## src/hdl/tcw_fifo.sv

```systemverilog
// small register queue used between the console stages
module tcw_fifo #(
  parameter int WIDTH = 8,
  parameter int DEPTH = 2
) (
  input  logic             clk,
  input  logic             rst,
  input  logic             push,
  output logic             full,
  input  logic [WIDTH-1:0] wdata,
  input  logic             pop,
  output logic             empty,
  output logic [WIDTH-1:0] rdata
);

  localparam int PW = (DEPTH > 1) ? $clog2(DEPTH) : 1;
  localparam int CW = $clog2(DEPTH + 1);

  logic [WIDTH-1:0] mem [DEPTH];
  logic [PW-1:0]    wptr;
  logic [PW-1:0]    rptr;
  logic [CW-1:0]    count;
  logic             do_push;
  logic             do_pop;

  assign full    = (count == CW'(DEPTH));
  assign empty   = (count == '0);
  assign do_push = push && !full;
  assign do_pop  = pop && !empty;
  assign rdata   = mem[rptr];

  always_ff @(posedge clk) begin
    if (rst) begin
      wptr  <= '0;
      rptr  <= '0;
      count <= '0;
    end else begin
      if (do_push) begin
        wptr <= (wptr == PW'(DEPTH - 1)) ? '0 : wptr + PW'(1);
      end
      if (do_pop) begin
        rptr <= (rptr == PW'(DEPTH - 1)) ? '0 : rptr + PW'(1);
      end
      if (do_push && !do_pop) begin
        count <= count + CW'(1);
      end else if (do_pop && !do_push) begin
        count <= count - CW'(1);
      end
    end
  end

  always_ff @(posedge clk) begin
    if (do_push) begin
      mem[wptr] <= wdata;
    end
  end

endmodule

```

## config.mk

```make
export PLATFORM = sky130hd
export DESIGN_NAME = tcw_fifo
export DESIGN_NICKNAME = d
export VERILOG_FILES = /design/src/hdl/tcw_fifo.sv
export SDC_FILE = /design/constraint.sdc
export NUM_CORES = 1
export LEC_CHECK = 0
export BUFFER_PORTS_ARGS = -buffer_cell sky130_fd_sc_hd__buf_4
export CORE_UTILIZATION = 32
export CTS_BUF_LIST = sky130_fd_sc_hd__clkbuf_2
export DETAILED_ROUTE_END_ITERATION = 10
export GPL_TIMING_DRIVEN = 0
export PLACE_DENSITY_LB_ADDON = 0.2
export SYNTH_ARGS = -nofsm -noshare
export SYNTH_HDL_FRONTEND = slang
export SYNTH_SLANG_ARGS = --single-unit
```

## constraint.sdc

```tcl
create_clock -name clk -period 2.05 [get_ports clk]
set_input_delay 0.615 -clock clk [delete_from_list [all_inputs] [get_ports clk]]
set_output_delay 0.615 -clock clk [all_outputs]
set_load 0.01 [all_outputs]
```

* After elaboration in Yosys (flattened, before gate mapping)
Memories as Yosys holds them, arrays and structs flattened. A register that Yosys moved wholly into a read port is not among the register bits.
Cells that the tools add are included.
** Word-level totals
- Output and inout port bits :: 10
- Bits of input ports :: 12
- Memories :: 1
- Logic and storage cells :: 27
- RAM bits :: 16
- Register bits after elaboration :: 4
** Cells by class
- Mux-type cells :: 8
- Equal/unequal tests :: 1
- Add/subtract/negate cells :: 4
- Reductions and logical operators :: 10
** Memories
- mem :: words 2, bits a word 8, rd ports 1, clocked after memory_dff 1, write ports 1, line 19 : logic [WIDTH-1:0] mem [DEPTH];
** Operators with widths (count)
- 1-bit 2-to-1 mux :: 6
- 1-bit logical AND :: 4
- 1-bit logical NOT :: 4
- 2-bit 2-to-1 mux :: 2
- 1-bit adder (second input constant) :: 2
- 2-bit by 1-bit adder with 2-bit output (second input constant) :: 1
- 2-bit == test (second input constant) :: 1
- 2-bit logical NOT :: 1
- 2-bit nonzero test :: 1
- 2-bit by 1-bit subtractor with 2-bit output (second input constant) :: 1

* Logic depth before layout (Yosys ltp)
- Depth in word-level cells :: 7
- Mapped depth :: 6
- Gate-level depth less buffers :: 6

* Least setup slack after synthesis
OpenSTA, ideal clock, no wires.
- Path type :: input-to-reg
- From :: input pop
- To :: register count[1]
- Buffers on the path :: 0
- Arrival time :: 1.545 ns
- Stages :: 4
- Data required time :: 1.980 ns
- Library setup time :: 0.070 ns
- Setup slack :: 0.435 ns
- Path through :: o21ai_0 -> ha_1 -> or3_1 -> a21oi_1
** On the way
- Word-level cells in the longest chain between the ends :: 4
- Elaborated cells on any way between the ends :: 6
- Those cells by class :: 1 x mux; 5 x reduce/logical
** RTL lines
- start, declared :: line 11 : input logic pop,
- 1-bit logical AND (*) :: line 29 : assign do_pop = pop && !empty;
- 1-bit logical NOT :: line 44 : if (do_push && !do_pop) begin
- 1-bit logical AND :: line 44
- 2-bit 2-to-1 mux / 2-bit nonzero test (equally long branches)
- end signal, assigned :: line 45 : count <= count + CW'(1);
- end signal, assigned :: line 47 : count <= count - CW'(1);
- end, declared :: line 22 : logic [CW-1:0] count;
Every way passes the cells marked *; elsewhere a longest branch is shown, timed or not.
A chain may end at the register's enable or synchronous reset.

==> flow_summary.toml <==
[detailed_routing]
detail_route.first_pass.iterations = 1
routed_via_density = 4.340
drcViolationCount = 0
wl_per_cell_um = 11.30
vias = 447
postRouteWirelength_um = 1164
route.antenna.remaining_nets = 0
drtIter0Drc = 0

[clocking]
cts-root-buf = "sky130_fd_sc_hd__clkbuf_2"
postCtsSetupBuffers = 0
worstSkewPairLatency_ps = 300
cts-hold-fix-buffers = 0
cts_tree = "done"
cts-htree-levels = 1
cts-root-to-sink-buffers = 2
cts.sink_count = 21
cts-buffers-inserted = 3
clk_pin_slew_worst_paths_ps = 180

[power]
internal_portion_of_total_power_uw = 812.0
combinational_power_share_pct = 35.2
power.switching_uw = 337.7
power.share.switching_pct = 29.37
clock_power_share_pct = 14.6
seq_power_share_pct = 50.2
total_leakage_power_nw = 0.4023
vdd_drop_max_uv = 647.6
power_density_nw_per_um2 = 1140

[floorplanning]
fp.dieH_um = 51.79
placeableCoreArea_um2 = 2276
ios = 22
die_area_um2 = 2682
rows = 17
initial_utilization_pct = 34.85
die-width_um = 51.79

[job]
cap_violations = 0

[cells_and_area]
layout.filler_cells = 225
layoutNonFillerInstCount = 103
drive_gt1_share_pct = 46.67
antenna-diode-count = 0
mostFrequentLayoutCells = "21 x sky130_fd_sc_hd__buf_4, 16 x sky130_fd_sc_hd__edfxtp_1, 8 x sky130_fd_sc_hd__mux2_2"
syn_to_final_growth_pct = 27.13
finalNetCount = 89
mostFrequentLayoutCell = "sky130_fd_sc_hd__buf_4"

[worst_setup_path]
r2r_startpoint = "count[0]$_SDFFE_PP0P_"
crit_path_end_kind = "output pin"
arrival_ps = 1340
timing.critical_path.to = "rdata[3]"
timing.critical_path.fanout_max = 8
worst-r2r-setup-slack_ps = 450
setup.worst_path.start_class = "flop"
depth_of_the_worst_register_to_register_path = 4
reg2reg_to = "count[1]$_SDFFE_PP0P_"
crit_path_required_time_ps = 1430
timing_worst_setup_path_type = "reg -> out"

[synth]
yosysUniqueCellTypes = 13
synth_area_um2 = 793.3
syn-mean-instance-area_um2 = 15.87
synth_nets = 63
synth_warnings = 0
postSynthCellCount = 50
seq_area_frac_synth_pct = 73.19
synth_seq_cells = 21

[global_route]
grt_start_max_net_pins = 12
gr-total-overflow = 0
number_of_global_route_vias_before_repair = 443
grt_first_pass_wirelength_um = 1911
antenna_found_initial = 0
track_usage_pct = 10.56

[sta]
layout_min_cycle_time_ps = 1951
rsz0062_at_grt = "no"
slew_violations = 0
maxSlewHeadroom_pct = 73.87
maximum_clock_rate_ghz = 0.5125
final_hold_viol_count = 0
worst_pin_slew_ps = 391.9
timing.clock.skew_ps = 3.168
post-route-period-util_pct = 95.18
setup_viol = 0
setup_total_negative_slack_ps = 0

[placed_design]
post-dp-hpwl_um = 808.7
place_inst = 99
place.port_buffers = 21
gp_congestion = 0.6840

[worst_hold_path]
worst_hold_path_type = "in -> reg"

[run_status]
result_of_the_run = "finished, final reports clean"
==> critical path: stages (launching register included) <==
cell                       delay, ps
sky130_fd_sc_hd__dfxtp_1         350
sky130_fd_sc_hd__clkbuf_4        190
sky130_fd_sc_hd__mux2_2          350
sky130_fd_sc_hd__buf_4           140
==> cells in the mapped netlist <==
library cell	count	area, um2
sky130_fd_sc_hd__and2_1	1	6.260
sky130_fd_sc_hd__a21oi_1	2	10.01
sky130_fd_sc_hd__or3_1	2	12.51
sky130_fd_sc_hd__ha_1	1	12.51
sky130_fd_sc_hd__edfxtp_1	16	480.5
sky130_fd_sc_hd__dfxtp_1	5	100.1
sky130_fd_sc_hd__nor2b_2	1	8.760
sky130_fd_sc_hd__xor2_1	3	26.28
sky130_fd_sc_hd__inv_1	2	7.510
sky130_fd_sc_hd__mux2_2	8	90.09
sky130_fd_sc_hd__nor2_1	5	18.77
sky130_fd_sc_hd__buf_2	1	5.000
sky130_fd_sc_hd__o21ai_0	3	15.01
==> worst min path at each step <==
stage                       from                     to  slack [ps]  cells after the start
2_1_floorplan  wptr$_SDFFE_PP0N_      wptr$_SDFFE_PP0N_         450                      2
4_1_cts                      rst                   flop         460                      2
3_3_place_gp   wptr$_SDFFE_PP0N_      wptr$_SDFFE_PP0N_         470                      2
6_report                     rst  count[1]$_SDFFE_PP0P_         480                      2
3_5_place_dp   wptr$_SDFFE_PP0N_      wptr$_SDFFE_PP0N_         480                      2
5_1_grt                 wdata[2]    mem[0][2]$_DFFE_PP_         440                      1
==> per-stage QoR <==
stage	utilization (%)	power (mW)	setup WS [ps]	hold WS (ps)	cell area, um2
after global routing	44.31	1.236	7.605	436.6	1008
after CTS	44.20	1.163	32.68	457.9	1006
after floorplan	-	0.8302	435.2	451.6	793.3
after detailed placement	43.32	0.9955	263.9	480.3	985.9
final	44.31	1.150	98.77	478.2	1008
after global placement	43.32	0.9903	287.4	466.0	985.9
==> what timing repair did <==
| action | CTS | global route |
|---|---|---|
| endpoints found under the hold margin | 0 | 0 |
| gates resized for setup | 0 | 1 |
| endpoints found under the setup margin | 0 | 8 |
==> sequential cells by signal (all words and copies together), names as in the netlist, named ones only <==
name   flops
rptr       1
count      2
wptr       1
mem       16
==> cell type report <==
class	instances	area, um2	share of cell area (%)
repair buffers	21	157.7	15.63
multi-input cells	26	200.2	19.85
plain buffers	1	7.507	0.7444
well taps	28	35.03	3.474
flip-flops and latches	21	580.6	57.57
inverters	2	7.507	0.7444
clock buffers	4	20.02	1.985
==> cells by family (layout without fill, tap and decap cells) <==
| family | count (synthesis) | in the layout | share of synthesized area (%) |
|---|---|---|---|
| DFF | 21 | 21 | 73.19 |
| and+or+nand+nor | 9 | 9 | 5.837 |
| buffers and inverters | 3 | 28 | 1.577 |
| muxes | 8 | 8 | 11.36 |
| AOI/OAI and AO/OA | 5 | 5 | 3.154 |
| adders and majority gates | 1 | 1 | 1.577 |
| xor gates and xnor gates | 3 | 3 | 3.313 |
==> per-layer routing <==
| layer | track usage, % | vias to the layer above | wire (um) |
|---|---|---|---|
| met5 | 0 | - | 0 |
| met4 | 6.757 | 0 | 0 |
| met3 | 2.924 | 0 | 55 |
| met2 | 18.83 | 11 | 638 |
| met1 | 10.69 | 208 | 469 |
| li1 | - | 228 | - |
==> power by group through the flow <==
stage	combinational, mW	clock, mW	sequential [mW]
final	0.405	0.168	0.577
after global routing	0.458	0.192	0.586
after CTS	0.411	0.175	0.578
after detailed placement	0.408	0	0.587
after global placement	0.405	0	0.585
after floorplan	0.251	0	0.579
Power figures use the tool's default switching activity.
