$ cat src/hdl/tcw_pkg.sv
// types, codes and constants shared by the text console writer modules
package tcw_pkg;

  localparam int COL_W  = 7;
  localparam int ROW_W  = 5;
  localparam int LIN_W  = 11;
  localparam int CHAR_W = 8;

  localparam logic [1:0] FUNC_PUT  = 2'd0;
  localparam logic [1:0] FUNC_SET  = 2'd1;
  localparam logic [1:0] FUNC_READ = 2'd2;

  localparam logic [7:0] CH_BS  = 8'h08;
  localparam logic [7:0] CH_TAB = 8'h09;
  localparam logic [7:0] CH_NL  = 8'h0A;
  localparam logic [7:0] CH_VT  = 8'h0B;
  localparam logic [7:0] CH_FF  = 8'h0C;
  localparam logic [7:0] CH_CR  = 8'h0D;

  localparam logic [7:0] BLANK       = 8'h20;
  localparam logic [7:0] RESET_COLOR = 8'h07;

  typedef struct packed {
    logic [1:0]        func;
    logic [CHAR_W-1:0] char_code;
    logic [COL_W-1:0]  col;
    logic [ROW_W-1:0]  row;
  } tcw_in_t;

  typedef struct packed {
    logic [COL_W-1:0]  cursor_col;
    logic [ROW_W-1:0]  cursor_row;
    logic [LIN_W-1:0]  cursor_linear;
    logic [CHAR_W-1:0] cell_text;
    logic [CHAR_W-1:0] cell_color;
  } tcw_out_t;

  typedef enum logic [3:0] {
    OP_PRINT,
    OP_NEWLINE,
    OP_CR,
    OP_TAB,
    OP_BACKSPACE,
    OP_FORMFEED,
    OP_NOP,
    OP_SETCUR,
    OP_READ
  } tcw_op_t;

  typedef struct packed {
    tcw_op_t           op;
    logic [CHAR_W-1:0] char_code;
    logic [COL_W-1:0]  col;
    logic [ROW_W-1:0]  row;
  } tcw_cmd_t;

  typedef enum logic [2:0] {
    ST_INIT,
    ST_IDLE,
    ST_SCROLL,
    ST_CLEAR,
    ST_RESULT
  } tcw_state_t;

endpackage

$ cat src/hdl/tcw_fifo.sv
// small register queue used between the console stages
module tcw_fifo #(
  parameter int WIDTH = 8,
  parameter int DEPTH = 2
) (
  input  logic             clk,
  input  logic             rst,
  input  logic             push,
  output logic             full,
  input  logic [WIDTH-1:0] wdata,
  input  logic             pop,
  output logic             empty,
  output logic [WIDTH-1:0] rdata
);

  localparam int PW = (DEPTH > 1) ? $clog2(DEPTH) : 1;
  localparam int CW = $clog2(DEPTH + 1);

  logic [WIDTH-1:0] mem [DEPTH];
  logic [PW-1:0]    wptr;
  logic [PW-1:0]    rptr;
  logic [CW-1:0]    count;
  logic             do_push;
  logic             do_pop;

  assign full    = (count == CW'(DEPTH));
  assign empty   = (count == '0);
  assign do_push = push && !full;
  assign do_pop  = pop && !empty;
  assign rdata   = mem[rptr];

  always_ff @(posedge clk) begin
    if (rst) begin
      wptr  <= '0;
      rptr  <= '0;
      count <= '0;
    end else begin
      if (do_push) begin
        wptr <= (wptr == PW'(DEPTH - 1)) ? '0 : wptr + PW'(1);
      end
      if (do_pop) begin
        rptr <= (rptr == PW'(DEPTH - 1)) ? '0 : rptr + PW'(1);
      end
      if (do_push && !do_pop) begin
        count <= count + CW'(1);
      end else if (do_pop && !do_push) begin
        count <= count - CW'(1);
      end
    end
  end

  always_ff @(posedge clk) begin
    if (do_push) begin
      mem[wptr] <= wdata;
    end
  end

endmodule

$ cat src/hdl/tcw_front.sv
// front end: takes items, classifies them into commands and queues them
module tcw_front
  import tcw_pkg::*;
(
  input  logic     clk,
  input  logic     rst,
  input  logic     push,
  output logic     full,
  input  tcw_in_t  item,
  input  logic     init_busy,
  output tcw_cmd_t cmd,
  output logic     cmd_avail,
  input  logic     cmd_pop
);

  localparam int QUEUE_DEPTH = 2;

  tcw_cmd_t                  cmd_in;
  logic                      q_full;
  logic                      q_empty;
  logic [$bits(tcw_cmd_t)-1:0] q_rdata;

  always_comb begin
    cmd_in.char_code = item.char_code;
    cmd_in.col       = item.col;
    cmd_in.row       = item.row;
    case (item.func)
      FUNC_PUT: begin
        case (item.char_code)
          CH_NL:   cmd_in.op = OP_NEWLINE;
          CH_CR:   cmd_in.op = OP_CR;
          CH_TAB:  cmd_in.op = OP_TAB;
          CH_BS:   cmd_in.op = OP_BACKSPACE;
          CH_FF:   cmd_in.op = OP_FORMFEED;
          CH_VT:   cmd_in.op = OP_NOP;
          default: cmd_in.op = OP_PRINT;
        endcase
      end
      FUNC_SET:  cmd_in.op = OP_SETCUR;
      FUNC_READ: cmd_in.op = OP_READ;
      default:   cmd_in.op = OP_NOP;
    endcase
  end

  // no items during the clearing pass after reset
  assign full = q_full || init_busy;

  tcw_fifo #(
    .WIDTH($bits(tcw_cmd_t)),
    .DEPTH(QUEUE_DEPTH)
  ) u_cmd_q (
    .clk  (clk),
    .rst  (rst),
    .push (push && !init_busy),
    .full (q_full),
    .wdata(cmd_in),
    .pop  (cmd_pop),
    .empty(q_empty),
    .rdata(q_rdata)
  );

  assign cmd       = tcw_cmd_t'(q_rdata);
  assign cmd_avail = !q_empty;

endmodule

$ cat config.mk
export PLATFORM = sky130hd
export DESIGN_NAME = tcw_front
export DESIGN_NICKNAME = d
export VERILOG_FILES = /design/src/hdl/tcw_pkg.sv /design/src/hdl/tcw_fifo.sv /design/src/hdl/tcw_front.sv
export SDC_FILE = /design/constraint.sdc
export NUM_CORES = 1
export LEC_CHECK = 0
export BUFFER_PORTS_ARGS = -buffer_cell sky130_fd_sc_hd__buf_2
export CORE_UTILIZATION = 51
export DETAILED_ROUTE_END_ITERATION = 10
export HOLD_SLACK_MARGIN = 0.1
export PLACE_DENSITY = 0.77
export REMOVE_ABC_BUFFERS = 1
export SLEW_MARGIN = 20
export SYNTH_ARGS = -nofsm -noshare
export SYNTH_HDL_FRONTEND = slang
export SYNTH_SLANG_ARGS = --single-unit
$ cat constraint.sdc
create_clock -name clk -period 3.23 [get_ports clk]
set_input_delay 0.323 -clock clk [delete_from_list [all_inputs] [get_ports clk]]
set_output_delay 0.323 -clock clk [all_outputs]
set_load 0.02 [all_outputs]
* After elaboration in Yosys (flattened, before gate mapping)
Memory sizes are Yosys's and may differ from the RTL's. A register that Yosys moved wholly into a read port is not among the register bits.
Index checks and enable logic that the tools add are counted.
Widths: inputs -> output; s select.
** Word-level totals
- Bits in writable memories :: 48
- Output and inout port bits :: 26
- Input port bits :: 27
- Memories :: 1
- Flip-flop bits (word level) :: 4
** Cells by class
- Equal/unequal tests :: 9
- Mux-type cells :: 10
- Reduce and logical (&&, ||, !) cells :: 14
- $add $sub $neg :: 4
** Memories
- u_cmd_q.mem :: words 2, bits a word 24, rd ports 1, clocked after memory_dff 1, wr ports 1, line tcw_fifo.sv:19 : logic [WIDTH-1:0] mem [DEPTH];
** Operators with widths (number)
- $eq 8x4->1 const B :: 6
- $pmux 3 s6 :: 1
- $pmux 4 s3 :: 1
- $mux 1 :: 6
- $logic_and 1x1->1 :: 5
- $logic_not 1->1 :: 5
- $eq 2x2->1 const B :: 2
- $logic_not 2->1 :: 2
- $mux 2 :: 2
- $add 1x1->1 const B :: 2
- $add 2x1->2 const B :: 1
- $eq 2x1->1 const B :: 1
- $reduce_bool 2->1 :: 1
- $sub 2x1->2 const B :: 1
- $logic_or 1x1->1 :: 1

* Depth between registers and ports, before layout
Gate-level depths: netlist (run 1).
- Word-level depth :: 7
- Mapped depth :: 6
- Depth with buffers taken out :: 6

* By module
Synthesis (run 1) repeated with hierarchy kept, for this count alone.
** Second synthesis, totals
- Cell total of the unflattened synthesis :: 117
- Area, all modules :: 2048.2 um^2
** By module, submodules not included
- tcw_fifo :: area an instance 1944.4 um^2, cells each 100, instances 1, seq. area each 1541.5 um^2
- tcw_front :: area an instance 103.8 um^2, cells each 17, instances 1, seq. area each 0.0 um^2

* Worst setup path before layout (run 1)
Ideal clock, no wire load.
- Kind :: register to register
- From :: reg u_cmd_q.count[1]
- To :: mem u_cmd_q.mem[0][0] in the netlist's numbering (enable)
- Arrival :: 1.826 ns
- Cell stages (with the launch flop) :: 4
- Required time :: 2.822 ns
- Library setup time :: 0.408 ns
- Path buffers :: 0
- Path slack :: 0.997 ns
- Cell sequence :: dfxtp_1 nor2b_2 nor3b_4 nor2b_1
** Between the ends
- Cells in the longest elaborated chain, start to end :: 5
** Ends and longest elaborated chain
- start: declaration :: line tcw_fifo.sv:22 : logic [CW-1:0] count;
- start signal: assignment :: line tcw_fifo.sv:45 : count <= count + CW'(1);
- start signal: assignment :: line tcw_fifo.sv:47 : count <= count - CW'(1);
- $eq 2x2->1 :: line tcw_fifo.sv:26 : assign full = (count == CW'(DEPTH));
- $logic_not 1->1 :: line tcw_fifo.sv:28 : assign do_push = push && !full;
- $logic_and 1x1->1 :: line tcw_fifo.sv:28
- net u_cmd_q.do_push :: line tcw_fifo.sv:23 : logic do_push;
- $mux 1 :: line tcw_fifo.sv:53 : if (do_push) begin
- $mux 1 (implied by the code) :: line tcw_fifo.sv:54 : mem[wptr] <= wdata;
- end: declaration :: line tcw_fifo.sv:19
The timed path passes the listed nets, and every way through them passes these cells.

==> results of run 1 <==
## power by group
group | leakage [nW] | total, mW | internal, mW | switching (mW)
combinational | 0.403 | 0.488 | 0.225 | 0.263
sequential | 0.482 | 0.894 | 0.824 | 0.0703
clock | 0.0543 | 0.436 | 0.232 | 0.204
total | 0.939 | 1.82 | 1.28 | 0.537
## flip-flops by register name, indices dropped and copies added, names as in the netlist, named ones only
register       flops
u_cmd_q.count      2
u_cmd_q.wptr       1
u_cmd_q.rptr       1
u_cmd_q.mem       48
## worst reg2reg max path: cells and delay by family, from the launching register on
kind                   cells  cell delay (ns)
buffers and inverters      1             0.32
DFF                        1             0.43
and+or+nand+nor            3             0.84
## layout by cell type (no fill, tap or decap)
master	instances
a21oi_1	2
and2_1	1
buf_2	52
buf_4	2
bufinv_16	1
clkbuf_8	5
clkinv_4	1
clkinvlp_4	1
dfxtp_1	5
edfxtp_1	48
ha_1	1
inv_1	1
mux2_1	1
mux2_2	24
mux2i_1	1
nand2_1	2
nand3b_1	1
nor2_1	5
nor2b_1	3
nor2b_2	2
nor3b_4	1
nor4_1	1
o21ai_0	4
o22ai_1	1
or2_2	2
or3_1	1
xor2_1	4
## worst max path at each step
stage / from / to / depth (start not counted)
floorplan: u_cmd_q.count[1]$_SDFFE_PP0P_ / u_cmd_q.mem[0][0]$_DFFE_PP_ / 3
global placement: register / cmd[16] / 2
detailed placement: register / cmd[16] / 2
CTS: register / cmd[16] / 2
global route: register / cmd[17] / 2
finish: register / cmd[16] / 2
## routing by layer
metal	wire, um	vias up	GRT usage, %
met2	1705	31	29.64
met1	1229	564	18.26
li1	-	543	-
met5	0	-	0
met3	156	10	3.993
met4	75	0	8.152
## cells in the mapped netlist (all sizes together)
cell type	count	area share (%)
dfxtp	5	4.9
mux2	25	14
inv	1	0.18
nand3b	1	0.37
or2	2	0.61
nor4	1	0.30
edfxtp	48	70
o22ai	1	0.30
nor2b	5	1.6
nor2	5	0.91
mux2i	1	0.49
nor3b	1	0.91
a21oi	2	0.49
ha	1	0.61
nand2	2	0.37
xor2	4	1.7
and2	1	0.30
buf	3	0.73
o21ai	4	0.98
or3	1	0.30
## through the flow
| step | utilization, % | std cells | hold WS (ns) |
|---|---|---|---|
| 2_1_floorplan | - | 111 | 0.3921 |
| 3_5_place_dp | 63.01 | 213 | 0.4944 |
| 6_report | 66.06 | 221 | 0.2080 |
| 4_1_cts | 66.06 | 221 | 0.2011 |
| 5_1_grt | 66.06 | 221 | 0.1969 |
| 3_3_place_gp | 63.01 | 213 | 0.4820 |
## kinds of logic (layout without fill, tap and decap cells)
group | Yosys count | after routing | share of synthesized area [%]
DFF | 53 | 53 | 75.08
muxes | 26 | 26 | 14.20
AOI/OAI and AO/OA | 7 | 7 | 1.767
xor gates and xnor gates | 4 | 4 | 1.706
adders and majority gates | 1 | 1 | 0.6093
and+or+nand+nor | 19 | 19 | 5.729
buffers and inverters | 4 | 63 | 0.9137
## cell type report
class	count	area, um^2
clock buffer	5	68.82
inverter	1	3.754
clock inverter	3	46.29
multi-input combinational	57	495.5
timing repair buffer	54	275.3
tap	48	60.06
sequential	53	1541
fill	268	1280
==> impl_metrics.env, run 1 <==
export IMPL_crit_chain="mux2_2 > buf_2"
export IMPL_holdPathStages=1
export IMPL_dpl_hpwl_mm=2.229
export IMPL_cp_end_kind="output port"
export IMPL_grt_pass1_vias=1144
export IMPL_finalInstanceArea_um2=2491
export IMPL_hp_class="primary input to register"
export IMPL_fin_ws_ns=0.9965
export IMPL_drc=0
export IMPL_holdPathEnd="u_cmd_q.mem[1][3]$_DFFE_PP_"
export IMPL_antennaDiodeCount=0
export IMPL_max_freq_mhz=447.7
export IMPL_numClockSinks=53
export IMPL_die_h_um=65.45
export IMPL_slowest_delay_ns=1.02
export IMPL_finalHoldViolations=0
export IMPL_drt_iter0_drc=63
export IMPL_post_cts_setup_buffers=0
export IMPL_port_buffers=52
export IMPL_cp_arrival_ns=1.91
export IMPL_ys_types=22
export IMPL_detail_route_wl_per_cell_um=14.33
export IMPL_pre_cts_ws_ns=1.285
export IMPL_seq_area_frac_synth_pct=75.08
export IMPL_vias_per_cell=5.195
export IMPL_postCtsHoldBufs=0
export IMPL_r2r_cells=4
export IMPL_rr_endpoint="u_cmd_q.mem[1][11]$_DFFE_PP_"
export IMPL_critPathSlowestCell="dfxtp_1"
export IMPL_num_nets_final=200
export IMPL_grt_max_degree=25
export IMPL_die_area_um2=4284
export IMPL_syn_inst=114
export IMPL_finalWeightedCongestion=0.7268
export IMPL_r2r_slack_ns=1.35
export IMPL_crit_fanout=24
export IMPL_netlist_area_um2=2053
export IMPL_layout_worst_path_cycle_share_pct=69.15
export IMPL_power_leakage_nw=0.9385
export IMPL_ys_warnings_count=0
export IMPL_io_pins=53
export IMPL_critPathBufInv=1
export IMPL_rsz0062_at_grt="false"
export IMPL_cts_buffers=5
export IMPL_wirelength_mm=3.167
export IMPL_path_class="register to output port"
export IMPL_ctsResizeCount=0
export IMPL_p_total_mw=1.818
export IMPL_crit_family="flip-flops"
export IMPL_htreeDepth=2
export IMPL_vdd_drop_max_uv=425.3
export IMPL_worstSkewPairLatency_ns=0.30
export IMPL_syn_to_final_growth_pct=21.33
export IMPL_drt_pass1_iterations=4
export IMPL_skew_ns=0.005489
export IMPL_r2r_start="u_cmd_q.count[0]$_SDFFE_PP0P_"
export IMPL_track_usage_pct=16.58
export IMPL_startpoint_type="register"
export IMPL_grt_antenna_before_repair=0
export IMPL_dpl_instance_area_um2=2376
export IMPL_cts_buffer_depth=2
export IMPL_cts_root_buf="clkbuf_8"
export IMPL_powerDensity_nw_per_um2=729.8
export IMPL_grt_overflow_total=0
export IMPL_rows=22
export IMPL_maxSlewHeadroom_pct=30.66
export IMPL_clkTransAtPathRegs_ns=0.09
export IMPL_hp_start="item[3]"
export IMPL_final_max_slew_viol_count=0
export IMPL_status="complete, no violations"
export IMPL_drive_gt1_share_pct=52.60
export IMPL_cts_tree="yes"
export IMPL_core_um2=3771
export IMPL_worst_pin_slew_ns=1.039
export IMPL_grt_first_pass_wirelength_mm=5.057
export IMPL_required_ns=2.91
export IMPL_die_w_um=65.45
export IMPL_period_minus_slack_ns=2.233
export IMPL_drv_cap=0
export IMPL_ant_nets=0
export IMPL_fin_setup_tns_ns=0
export IMPL_dr_total_vias=1148
export IMPL_finalSetupViolCount=0
export IMPL_syn_area_per_cell_um2=18.01
export IMPL_initial_core_util_pct=54.45
export IMPL_synth_seq_cells=53
Power figures use the tool's default switching activity.
==> run 2, diff against run 1 <==
Settings changed: ABC_AREA from default to 1, CORE_UTILIZATION 51 to 47, PLACE_DENSITY 0.77 to 0.74.
Clock period 3.23 ns to 1.9 ns, I/O delays scaled along.
==> run 2 against run 1 <==
Against the previous run:
- the flow now finishes with violations (design-rule violations)
- hold slack got worse by 0.084 ns
- wire length rose by 13%
- non-clock buffer count rose by 21
- global-route usage fell by 0.73 points
- worst setup slack got worse by 0.82 ns
- first-iteration DRC count rose by 38%
- clock power rose by 31%
- cell area rose by 14%
- sequential share of layout area fell by 7.6 points
- critical path type unchanged
- largest cell class unchanged
==> impl_metrics.env, run 2 <==
export IMPL_status="finished, violations left"
export IMPL_violations="design-rule violations"
export IMPL_grt_max_degree=22
export IMPL_crit_fanout=21
export IMPL_path_class="register to output port"
export IMPL_registers_top_by_ff_count="u_cmd_q.mem"
export IMPL_synth_seq_cells=53
export IMPL_nFillCells=347
export IMPL_finalSetupViolCount=0
export IMPL_dpl_instance_area_um2=2580
export IMPL_worst_pin_slew_ns=0.2857
export IMPL_holdPathStages=2
export IMPL_dr_total_vias=1351
export IMPL_ctsResizeCount=0
export IMPL_mostFrequentLayoutCell="buf_2"
export IMPL_die_h_um=70.94
export IMPL_syn_inst=148
export IMPL_io_pins=53
export IMPL_finalInstanceArea_um2=2840
export IMPL_dpl_hpwl_mm=2.515
export IMPL_required_ns=1.71
export IMPL_cp_arrival_ns=1.54
export IMPL_final_max_slew_viol_count=0
export IMPL_cts_root_buf="clkbuf_8"
export IMPL_synth_edff_count=48
export IMPL_hp_class="primary input to register"
export IMPL_rows=24
export IMPL_antennaDiodeCount=0
export IMPL_max_freq_mhz=579.5
export IMPL_rsz0062_at_grt="false"
export IMPL_cts_tree="yes"
export IMPL_core_um2=4474
export IMPL_drt_pass1_iterations=9
export IMPL_grt_overflow_total=0
export IMPL_holdWs_ns=0.1243
export IMPL_synth_common_cells="edfxtp_1, nand2_1, mux2_4"
export IMPL_finalHoldViolations=0
export IMPL_seq_area_frac_synth_pct=69.02
export IMPL_initial_core_util_pct=49.92
export IMPL_cts_buffer_depth=2
export IMPL_drt_iter0_drc=87
export IMPL_drv_cap=0
export IMPL_r2r_slack_ns=0.37
export IMPL_layout_worst_path_cycle_share_pct=90.82
export IMPL_yosysTopAreaCellShare_pct=64.54
export IMPL_synthTopCellsByArea="edfxtp_1, mux2_4, dfxtp_1"
export IMPL_finalWeightedCongestion=0.7647
export IMPL_ant_nets=0
export IMPL_drc=2
export IMPL_r2r_cells=9
export IMPL_postCtsHoldBufs=13
export IMPL_grt_antenna_before_repair=0
export IMPL_seq_area_um2=1541
export IMPL_drive_gt1_share_pct=41.85
export IMPL_post_cts_setup_buffers=0
export IMPL_grt_pass1_vias=1289
export IMPL_skew_ns=0.005975
export IMPL_layout_cells_non_filler=279
export IMPL_vias_per_cell=4.842
export IMPL_startpoint_type="register"
export IMPL_clkTransAtPathRegs_ns=0.08
export IMPL_port_buffers=52
export IMPL_multi_input_area_um2=610.6
export IMPL_yosysMostFrequentCell="edfxtp_1"
export IMPL_r2r_start="u_cmd_q.count[0]$_SDFFE_PP0P_"
export IMPL_numClockSinks=53
export IMPL_rr_endpoint="u_cmd_q.count[1]$_SDFFE_PP0P_"
export IMPL_final_cell_mix="buf_2, edfxtp_1, nand2_1"
export IMPL_period_minus_slack_ns=1.726
export IMPL_cts_buffers=5
export IMPL_netlist_area_um2=2233
export IMPL_synth_ff_type="edfxtp_1"
export IMPL_synth_top_area_cell="edfxtp_1"
export IMPL_detail_route_wl_per_cell_um=12.84
export IMPL_hp_start="rst"
export IMPL_ys_async_sr_fraction_pct=0
export IMPL_vdd_drop_max_uv=419.7
export IMPL_dpl_cell_count=254
export IMPL_syn_area_per_cell_um2=15.09
export IMPL_cp_end_kind="output port"
export IMPL_grt_first_pass_wirelength_mm=5.789
export IMPL_die_w_um=70.94
export IMPL_syn_to_final_growth_pct=27.17
export IMPL_die_area_um2=5032
export IMPL_ys_types=19
export IMPL_maxSlewHeadroom_pct=80.93
export IMPL_wirelength_mm=3.581
export IMPL_htreeDepth=2
export IMPL_powerDensity_nw_per_um2=940.9
export IMPL_worstSkewPairLatency_ns=0.29
export IMPL_num_nets_final=255
export IMPL_track_usage_pct=15.85
export IMPL_power_leakage_nw=1.181
export IMPL_largestRegisters="u_cmd_q.mem: 48 flops, u_cmd_q.count: 2 flops"
export IMPL_ys_warnings_count=0
export IMPL_fin_setup_tns_ns=0
export IMPL_largest_reg_flops=48
## run 2: changes by cell type after synthesis, moves of 3 or more
cell and delta:
buf_2 -3, mux2_4 +20, xor2_1 -4, nor2b_1 -4, o21ai_0 -4, nor2_1 +7
nand3_1 +3, inv_1 +11, mux2_2 -20, nand2_1 +22, buf_6 +3
## run 2: area by class of cell
type | instances | area share (%)
timing repair buffer | 75 | 17.27
multi-input combinational | 78 | 21.50
sequential | 53 | 54.27
clock buffer | 5 | 2.423
inverter | 14 | 1.850
tap | 52 | 2.291
clock inverter | 2 | 0.3965
## run 2: power by group
part           leakage, nW  internal [mW]  switching (mW)
clock network       0.0377          0.248           0.326
registers            0.482           1.36          0.0337
logic                0.662          0.329           0.375
## run 2: cell families (layout without fill, tap and decap cells)
family | Yosys count | in the layout | share of synthesized area [%]
multiplexers | 24 | 24 | 15.46
AND/OR/NAND/NOR | 48 | 48 | 9.860
flip-flops | 53 | 53 | 69.02
AO/OA/AOI/OAI | 5 | 5 | 1.233
adder cells (fa/ha/maj) | 1 | 1 | 0.5601
buffers and inverters | 17 | 96 | 3.865
## run 2: worst max-delay path by stage
stage | from | slack [ns] | cells past startpoint | endpoint
after floorplan | u_cmd_q.count[0]$_SDFFE_PP0P_ | -0.11 | 4 | u_cmd_q.mem[1][0]$_DFFE_PP_
after global placement | u_cmd_q.count[0]$_SDFFE_PP0P_ | 0.45 | 9 | u_cmd_q.count[1]$_SDFFE_PP0P_
after detailed placement | u_cmd_q.count[0]$_SDFFE_PP0P_ | 0.37 | 9 | u_cmd_q.count[1]$_SDFFE_PP0P_
after CTS | register | 0.15 | 3 | cmd[11]
after global routing | register | 0.09 | 3 | cmd[11]
final | register | 0.17 | 3 | cmd[8]
## run 2: critical path, stage by stage (launching register included)
cell and delay [ns]:
dfxtp_1 0.49, buf_12 0.24, mux2_2 0.35, buf_2 0.16
## run 2: layer usage
| metal | vias up | wire [um] | track usage, % |
|---|---|---|---|
| li1 | 670 | - | - |
| met1 | 635 | 1542 | 18.42 |
| met2 | 44 | 1804 | 26.82 |
| met3 | 2 | 207 | 5.556 |
| met4 | 0 | 25 | 6.667 |
| met5 | - | 0 | 0 |
## run 2: stage by stage
stage | setup slack [ns] | utilization (%) | power (mW)
global placement | 0.4545 | 57.66 | 2.090
CTS | 0.1542 | 62.36 | 2.703
floorplan | -0.1072 | - | 1.897
finish | 0.1744 | 63.48 | 2.672
detailed placement | 0.3713 | 57.66 | 2.107
global route | 0.09350 | 63.48 | 2.816
==> run 3, diff against run 2 <==
Settings changed: ABC_AREA 1 to default, CORE_UTILIZATION 47 to 46, SYNTH_HIERARCHICAL from default to 1.
==> run 3 against run 2 <==
Against the previous run:
- final cell count decreased by 13%
- combinational power increased by 32%
- via count decreased by 13%
- sequential cell count unchanged
- the flow now finishes without violations
- first-iteration DRC count decreased by 24%
- critical path type unchanged
==> impl_metrics.env, run 3 <==
export IMPL_initial_core_util_pct=49.43
export IMPL_seq_area_um2=1541
export IMPL_detail_route_wl_per_cell_um=14.13
export IMPL_critPathCapture="cmd[6]"
export IMPL_maxSlewHeadroom_pct=76.22
export IMPL_powerDensity_nw_per_um2=1134
export IMPL_startpoint_type="register"
export IMPL_cp_arrival_ns=1.47
export IMPL_largest_reg_flops=48
export IMPL_fin_setup_tns_ns=0
export IMPL_finalHoldViolations=0
export IMPL_synth_common_cells="edfxtp_1, mux2_2, nor2_1"
export IMPL_period_minus_slack_ns=1.664
export IMPL_synthTopCellsByArea="edfxtp_1, mux2_2, dfxtp_1"
export IMPL_synth_top_area_cell="edfxtp_1"
export IMPL_netlist_area_um2=2048
export IMPL_antennaDiodeCount=0
export IMPL_syn_inst=117
export IMPL_dpl_instance_area_um2=2391
export IMPL_port_buffers=52
export IMPL_io_pins=53
export IMPL_p_total_mw=2.991
export IMPL_nFillCells=329
export IMPL_finalInstanceArea_um2=2639
export IMPL_dpl_hpwl_mm=2.288
export IMPL_met1_usage_pct=16.83
export IMPL_hp_class="primary input to register"
export IMPL_htreeDepth=2
export IMPL_syn_area_per_cell_um2=17.51
export IMPL_core_um2=4144
export IMPL_power_leakage_nw=1.002
export IMPL_drv_cap=0
export IMPL_crit_fanout=24
export IMPL_ant_nets=0
export IMPL_die_h_um=68.73
export IMPL_grt_overflow_total=0
export IMPL_r2r_slack_ns=0.30
export IMPL_ys_types=21
export IMPL_grt_util_met2_pct=29.04
export IMPL_ctsResizeCount=0
export IMPL_syn_to_final_growth_pct=28.83
export IMPL_track_usage_pct=16.19
export IMPL_r2r_cells=4
export IMPL_worst_pin_slew_ns=0.3530
export IMPL_cts_buffer_depth=2
export IMPL_r2r_start="u_cmd_q/count[0]$_SDFFE_PP0P_"
export IMPL_cts_root_buf="clkbuf_8"
export IMPL_yosysTopAreaCellShare_pct=70.37
export IMPL_seq_area_frac_synth_pct=75.26
export IMPL_num_nets_final=220
export IMPL_numClockSinks=53
export IMPL_ys_warnings_count=6
export IMPL_cts_buffers=5
export IMPL_holdWs_ns=0.1095
export IMPL_worstSkewPairLatency_ns=0.31
export IMPL_synth_ff_type="edfxtp_1"
export IMPL_synth_edff_count=48
export IMPL_required_ns=1.71
export IMPL_layout_worst_path_cycle_share_pct=87.57
export IMPL_clkTransAtPathRegs_ns=0.09
export IMPL_largestRegisters="u_cmd_q/mem: 48 flops, u_cmd_q/count: 2 flops"
export IMPL_grt_first_pass_wirelength_mm=5.250
export IMPL_grt_busiest_layer="met2"
export IMPL_yosysMostFrequentCell="edfxtp_1"
export IMPL_rsz0062_at_grt="false"
export IMPL_vias_per_cell=4.823
export IMPL_dr_total_vias=1172
export IMPL_grt_max_degree=25
export IMPL_die_area_um2=4724
export IMPL_final_cell_mix="buf_2, edfxtp_1, mux2_2"
export IMPL_path_class="register to output port"
export IMPL_synth_seq_cells=53
export IMPL_registers_top_by_ff_count="u_cmd_q/mem"
export IMPL_drive_gt1_share_pct=46.11
export IMPL_final_max_slew_viol_count=0
export IMPL_grt_antenna_before_repair=0
export IMPL_cts_tree="yes"
export IMPL_skew_ns=0.002338
export IMPL_finalWeightedCongestion=0.7045
export IMPL_rows=23
export IMPL_vdd_drop_max_uv=647.7
export IMPL_multi_input_area_um2=476.7
export IMPL_ys_async_sr_fraction_pct=0
export IMPL_status="complete, no violations"
export IMPL_grt_use_met3_pct=6.086
export IMPL_max_freq_mhz=601.0
export IMPL_drt_pass1_iterations=4
export IMPL_wirelength_mm=3.433
export IMPL_grt_pass1_vias=1210
export IMPL_cp_end_kind="output port"
export IMPL_drc=0
export IMPL_finalSetupViolCount=0
export IMPL_die_w_um=68.73
export IMPL_drt_iter0_drc=66
export IMPL_post_cts_setup_buffers=0
export IMPL_rr_endpoint="u_cmd_q/count[1]$_SDFFE_PP0P_"
export IMPL_mostFrequentLayoutCell="buf_2"
[run 3: cell types whose count changed in the layout (fill, tap and decap cells not counted), moves of 3 or more]
cell / delta
o21ai_0: +3
nand2_1: -22
nor2_2: -3
nor2b_1: +3
nand3_1: -3
mux2_4: -20
nor2_1: -4
mux2_2: +20
inv_1: -8
xor2_1: +4
[run 3: how the worst min path moves through the flow]
stage | end | start | depth (start not counted)
4_1_cts | u_cmd_q/mem[1][16]$_DFFE_PP_ | item[16] | 1
3_3_place_gp | u_cmd_q/mem[0][5]$_DFFE_PP_ | item[5] | 1
3_5_place_dp | u_cmd_q/mem[1][10]$_DFFE_PP_ | item[10] | 1
5_1_grt | u_cmd_q/mem[1][16]$_DFFE_PP_ | item[16] | 1
2_1_floorplan | u_cmd_q/count[1]$_SDFFE_PP0P_ | rst | 1
6_report | u_cmd_q/mem[1][16]$_DFFE_PP_ | item[16] | 1
[run 3: cell type report]
| cell class | count | share of cell area (%) |
|---|---|---|
| sequential | 53 | 58.42 |
| multi-input combinational | 57 | 18.07 |
| timing repair buffer | 71 | 17.26 |
| clock buffer | 6 | 2.750 |
| tap | 50 | 2.371 |
| clock inverter | 2 | 0.5690 |
| inverter | 4 | 0.5690 |
[run 3: critical path, cell delays in order, from the launching register on]
cell	delay (ns)
dfxtp_1	0.31
buf_4	0.29
mux2_2	0.39
buf_2	0.16
[run 3: metrics by stage]
| step | std cells | util (%) | setup WS [ns] |
|---|---|---|---|
| global placement | 219 | 57.70 | 0.4520 |
| floorplan | 114 | - | 0.2390 |
| detailed placement | 219 | 57.70 | 0.2884 |
| global route | 243 | 63.68 | 0.1608 |
| CTS | 243 | 63.68 | 0.2161 |
| finish | 243 | 63.68 | 0.2362 |
[run 3: logic make-up (layout without fill, tap and decap cells)]
group                    Yosys count  after routing  share of synthesized area [%]
AND/OR/NAND/NOR                   18             18                          5.010
flip-flops                        53             53                          75.26
XOR/XNOR                           4              4                          1.710
multiplexers                      25             25                          13.68
AO/OA/AOI/OAI                      9              9                          2.260
buffers and inverters              7             83                          1.466
adder cells (fa/ha/maj)            1              1                         0.6108
[run 3: what timing repair did]
action,CTS,global route
hold buffers,16,0
hold endpoints to repair,35,0
setup endpoints to repair,0,0
[run 3: where the power goes]
part / switching (mW) / total (mW) / internal (mW)
Clock: 0.356 / 0.616 / 0.260
Combinational: 0.524 / 0.931 / 0.406
Sequential: 0.0496 / 1.45 / 1.40
[run 3: metal layers]
layer	part of all wire [%]	wire length [um]
met1	41	1410
met2	51	1756
met3	6.2	213
met4	1.5	52
met5	0	0
